==> src/rtl/core/sn_ram.sv <==
// Generic single-write, single-read RAM with registered read data.
module sn_ram #(
    parameter int WIDTH = 8,
    parameter int DEPTH = 256
) (
    input  logic                     i_clk,
    input  logic                     i_we,
    input  logic [$clog2(DEPTH)-1:0] i_waddr,
    input  logic [WIDTH-1:0]         i_wdata,
    input  logic                     i_re,
    input  logic [$clog2(DEPTH)-1:0] i_raddr,
    output logic [WIDTH-1:0]         o_rdata
);
    logic [WIDTH-1:0] r_mem [DEPTH];
    logic [WIDTH-1:0] r_rdata;

    always_ff @(posedge i_clk) begin
        if (i_we) begin
            r_mem[i_waddr] <= i_wdata;
        end
        if (i_re) begin
            r_rdata <= r_mem[i_raddr];
        end
    end

    assign o_rdata = r_rdata;
endmodule

==> config.mk <==
export PLATFORM = sky130hd
export DESIGN_NAME = sn_ram
export DESIGN_NICKNAME = d
export VERILOG_FILES = /design/src/rtl/core/sn_ram.sv
export SDC_FILE = /design/constraint.sdc
export NUM_CORES = 2
export LEC_CHECK = 0
export BUFFER_PORTS_ARGS = -buffer_cell sky130_fd_sc_hd__buf_2
export CORE_MARGIN = 2
export CORE_UTILIZATION = 54
export DETAILED_ROUTE_END_ITERATION = 8
export GPL_TIMING_DRIVEN = 1
export MAX_ROUTING_LAYER = met4
export PLACE_DENSITY = 0.69
export RECOVER_POWER = 100
export REMOVE_ABC_BUFFERS = 1
export SLEW_MARGIN = 10
export SYNTH_ARGS = -nofsm -noshare
export SYNTH_HDL_FRONTEND = slang
export SYNTH_SLANG_ARGS = --single-unit
==> constraint.sdc <==
create_clock -name i_clk -period 2.75 [get_ports i_clk]
set_input_delay 0.4125 -clock i_clk [delete_from_list [all_inputs] [get_ports i_clk]]
set_output_delay 0.4125 -clock i_clk [all_outputs]
set_load 0.02 [all_outputs]
==> results.sh <==
export IMPL_clk_pin_slew_worst_paths_ps=70
export IMPL_final_area_um2=91300
export IMPL_ys_seq_elements=2056
export IMPL_drt_wl_total_um=200000
export IMPL_cts_sinks=2056
export IMPL_ios=35
export IMPL_p_sw_uw=13200
export IMPL_endpoint_kind="flip-flop"
export IMPL_htree_levels=4
export IMPL_cts_tree="done"
export IMPL_firstDrtPassIters=8
export IMPL_clk_latency_ps=830
export IMPL_reg2reg_from="r_mem[101][4]"
export IMPL_synthAdderAreaFrac=0
export IMPL_synth_top_family_by_area="multiplexers"
export IMPL_yosysWarnings=0
export IMPL_synth_xor_area_share=0
export IMPL_p_seq_frac=0.548
export IMPL_grt_max_degree=112
export IMPL_drv_cap=9
export IMPL_grt_pass1_wl_um=288000
export IMPL_synth_cell_types=54
export IMPL_antenna_found_initial=13
export IMPL_r2r_cells=7
export IMPL_die_y_um=388
export IMPL_layout_drive_gt1_share=0.242
export IMPL_yosys_mux_area_fraction=0.146
export IMPL_synth_compound_area_frac=0.0342
export IMPL_comb_power_share=0.055
export IMPL_min_path_type="input pin to flip-flop"
export IMPL_setup_violations=0
export IMPL_core_area_um2=146000
export IMPL_worstHoldStart="i_waddr[0]"
export IMPL_startpoint="r_mem[101][4]"
export IMPL_wire_per_inst_um=30.9
export IMPL_dieArea_um2=151000
export IMPL_violations="max-capacitance violations, max-slew violations"
export IMPL_syn_area_um2=79600
export IMPL_setup_worst_path_class="flip-flop to flip-flop"
export IMPL_cts_made_buffers=192
export IMPL_power_leakage_uw=0.0286
export IMPL_dp_hpwl_um=130000
export IMPL_synthSimpleGateAreaFrac=0.0263
export IMPL_layoutNonFillerInstCount=6465
export IMPL_portBuffers=34
export IMPL_max_freq_mhz=369
export IMPL_via_per_inst=6.40
export IMPL_place_congestion=0.909
export IMPL_grt_setup_unrepaired="no"
export IMPL_clockBufferDepth=3
export IMPL_initial_core_util=0.545
export IMPL_pre_cts_slack_ps=-1040
export IMPL_startpoint_type="flip-flop"
export IMPL_powerDensity_nw_per_um2=693
export IMPL_grt_ovfl_total=0
export IMPL_vias=41364
export IMPL_hold_viol_final=0
export IMPL_netlist_instances=3733
export IMPL_period_needed_ps=2710
export IMPL_first_iter_violations=5794
export IMPL_antenna_left=0
export IMPL_area_growth_pct=14.6
export IMPL_nets=4422
export IMPL_worst_pin_slew_ps=2460
export IMPL_clockPowerShare=0.397
export IMPL_row_count=140
export IMPL_ir_worst_vdd_v=0.000599
export IMPL_grt_total_usage=0.275
export IMPL_ys_seq_area_frac=0.775
export IMPL_status="complete, but fails checks"
export IMPL_drc_errors=0
export IMPL_slew_viol_final=561
export IMPL_worstPathRequired_ps=3310
export IMPL_crit_path_max_fanout=1
export IMPL_min_path_cells=3
export IMPL_avgSynthCellArea_um2=21.3
export IMPL_dp_cells=6116
export IMPL_internal_power_uw=50000
export IMPL_die_x_um=388
export IMPL_root_buffer="clkbuf_16"
export IMPL_slew_limit_headroom=-0.643
export IMPL_final_period_utilization=0.986
export IMPL_fin_ws_ps=38.6
export IMPL_grt_pass1_vias=41285
export IMPL_crit_arrival_ps=3270
export IMPL_placed_area_um2=86700
export IMPL_worst_clock_skew_ps=36.5
export IMPL_swShare=0.209
[flip-flops by register name, summed over array words and instances (netlist names)]
signal,flops
o_rdata,8
r_mem,2048
[per-stage QoR]
step	util	hold slack, ps	TNS (ps)	power, uW
after floorplan	-	511	-944	36500
after global placement	0.594	737	-6170	38700
after detailed placement	0.594	737	-6310	38800
after CTS	0.634	14.0	0	63600
after global routing	0.625	231	0	64900
final	0.625	245	0	63200
[cells by family after synthesis]
kind of cell | after synthesis
muxes | 591
buffers and inverters | 235
DFF | 2056
AOI/OAI and AO/OA | 385
and+or+nand+nor | 466
[final timing paths]
check,to,slack (ps)
max reg2reg,o_rdata[4],40
min,r_mem[167][7],250
min reg2reg,o_rdata[2],1180
max,o_rdata[4],40
[what timing repair did]
action / CTS / global route
buffers inserted: 0 / 0
endpoints found under the hold margin: 22 / 0
endpoints found under the setup margin: 5 / 4
hold buffers: 2 / 0
gates resized for setup: 6 / 4
[power by group through the flow]
stage               Sequential (uW)  Combinational (uW)  Clock [uW]
floorplan                     35300                1210           0
global placement              35300                3480           0
detailed placement            35300                3530           0
CTS                           34600                3560       25400
global route                  34600                3670       26600
finish                        34600                3490       25100
[cell usage after synthesis, drive strengths merged]
| master | n | share of area |
|---|---|---|
| edfxtp | 2056 | 0.78 |
| mux4 | 456 | 0.13 |
| nor2 | 282 | 0.013 |
| mux2i | 134 | 0.017 |
| a22oi | 133 | 0.013 |
| buf | 122 | 0.013 |
| clkbuf | 111 | 0.0052 |
| a21oi | 96 | 0.0060 |
| o221ai | 47 | 0.0052 |
| nand3 | 34 | 0.0021 |
| nand2 | 33 | 0.0016 |
| nor2b | 31 | 0.0024 |
| o22ai | 28 | 0.0022 |
| nor4 | 27 | 0.0024 |
| nor3 | 22 | 0.0014 |
| a211oi | 16 | 0.0015 |
| a221oi | 14 | 0.0016 |
| o21ai | 12 | 0.00075 |
| nand4 | 10 | 0.00079 |
| o211ai | 10 | 0.00094 |
| a22o | 8 | 0.00088 |
| nand2b | 8 | 0.00063 |
| and2 | 6 | 0.00047 |
| a2111oi | 5 | 0.00066 |
| o22a | 5 | 0.00055 |
| o32ai | 5 | 0.00064 |
| or2 | 4 | 0.00031 |
| a311oi | 2 | 0.00022 |
| a31oi | 2 | 0.00016 |
| and3b | 2 | 0.00022 |
| nand3b | 2 | 0.00019 |
| a21boi | 1 | 0.000094 |
| and3 | 1 | 0.000079 |
| clkinv | 1 | 0.000047 |
| inv | 1 | 0.000047 |
| mux2 | 1 | 0.00014 |
| nor3b | 1 | 0.000094 |
| nor4b | 1 | 0.00011 |
| o311ai | 1 | 0.00011 |
| or2b | 1 | 0.000094 |
| or3b | 1 | 0.00011 |
[placed cells by master (no fill, tap or decap), types with 6 or more instances in the layout]
cell / netlist / layout
o22ai_1: 28 / 28
a221oi_1: 13 / 10
nor4_2: 3 / 8
clkbuf_4: 0 / 10
bufinv_16: 0 / 11
and2_1: 6 / 6
mux2i_1: 134 / 134
o21ai_0: 10 / 10
nor2_1: 282 / 279
edfxtp_1: 2056 / 2056
clkbuf_1: 111 / 365
nor4_1: 24 / 19
a22o_1: 8 / 8
clkinv_2: 0 / 23
mux4_2: 454 / 454
clkinv_1: 1 / 54
inv_6: 0 / 6
a22oi_1: 133 / 133
o221ai_1: 46 / 46
o211ai_1: 10 / 10
nand3_1: 34 / 34
nor3_1: 22 / 21
buf_4: 27 / 277
nor2b_1: 31 / 28
diode_2: 0 / 11
a21oi_1: 96 / 96
clkbuf_16: 0 / 197
clkbuf_2: 0 / 18
a211oi_1: 16 / 16
buf_12: 8 / 55
buf_2: 31 / 9
nand2_1: 33 / 33
nand4_1: 10 / 10
nand2b_1: 8 / 8
[per-layer routing]
metal / track usage / up-vias / part of all wire
li1: - / 17019 / -
met1: 0.374 / 21795 / 0.38
met2: 0.423 / 2194 / 0.49
met3: 0.0552 / 356 / 0.097
met4: 0.0910 / 0 / 0.031
met5: - / - / 0
[layout make-up]
| cell class | count | area (um2) |
|---|---|---|
| antenna | 11 | 27.5 |
| fill | 9990 | 54800 |
| sequential | 2056 | 61700 |
| inverter | 2 | 7.51 |
| clock buffer | 235 | 5070 |
| timing repair buffer | 701 | 4680 |
| clock inverter | 101 | 816 |
| tap | 1917 | 2400 |
| multi-input combinational | 1442 | 16600 |
[worst max-delay path: stages (launching register included)]
cell	delay (ps)
edfxtp_1	370
mux4_2	480
nor2b_1	150
a211oi_1	500
nor3_1	260
nor4_2	440
clkbuf_4	220
nor4_1	50
(Power assumes the default switching activity.)
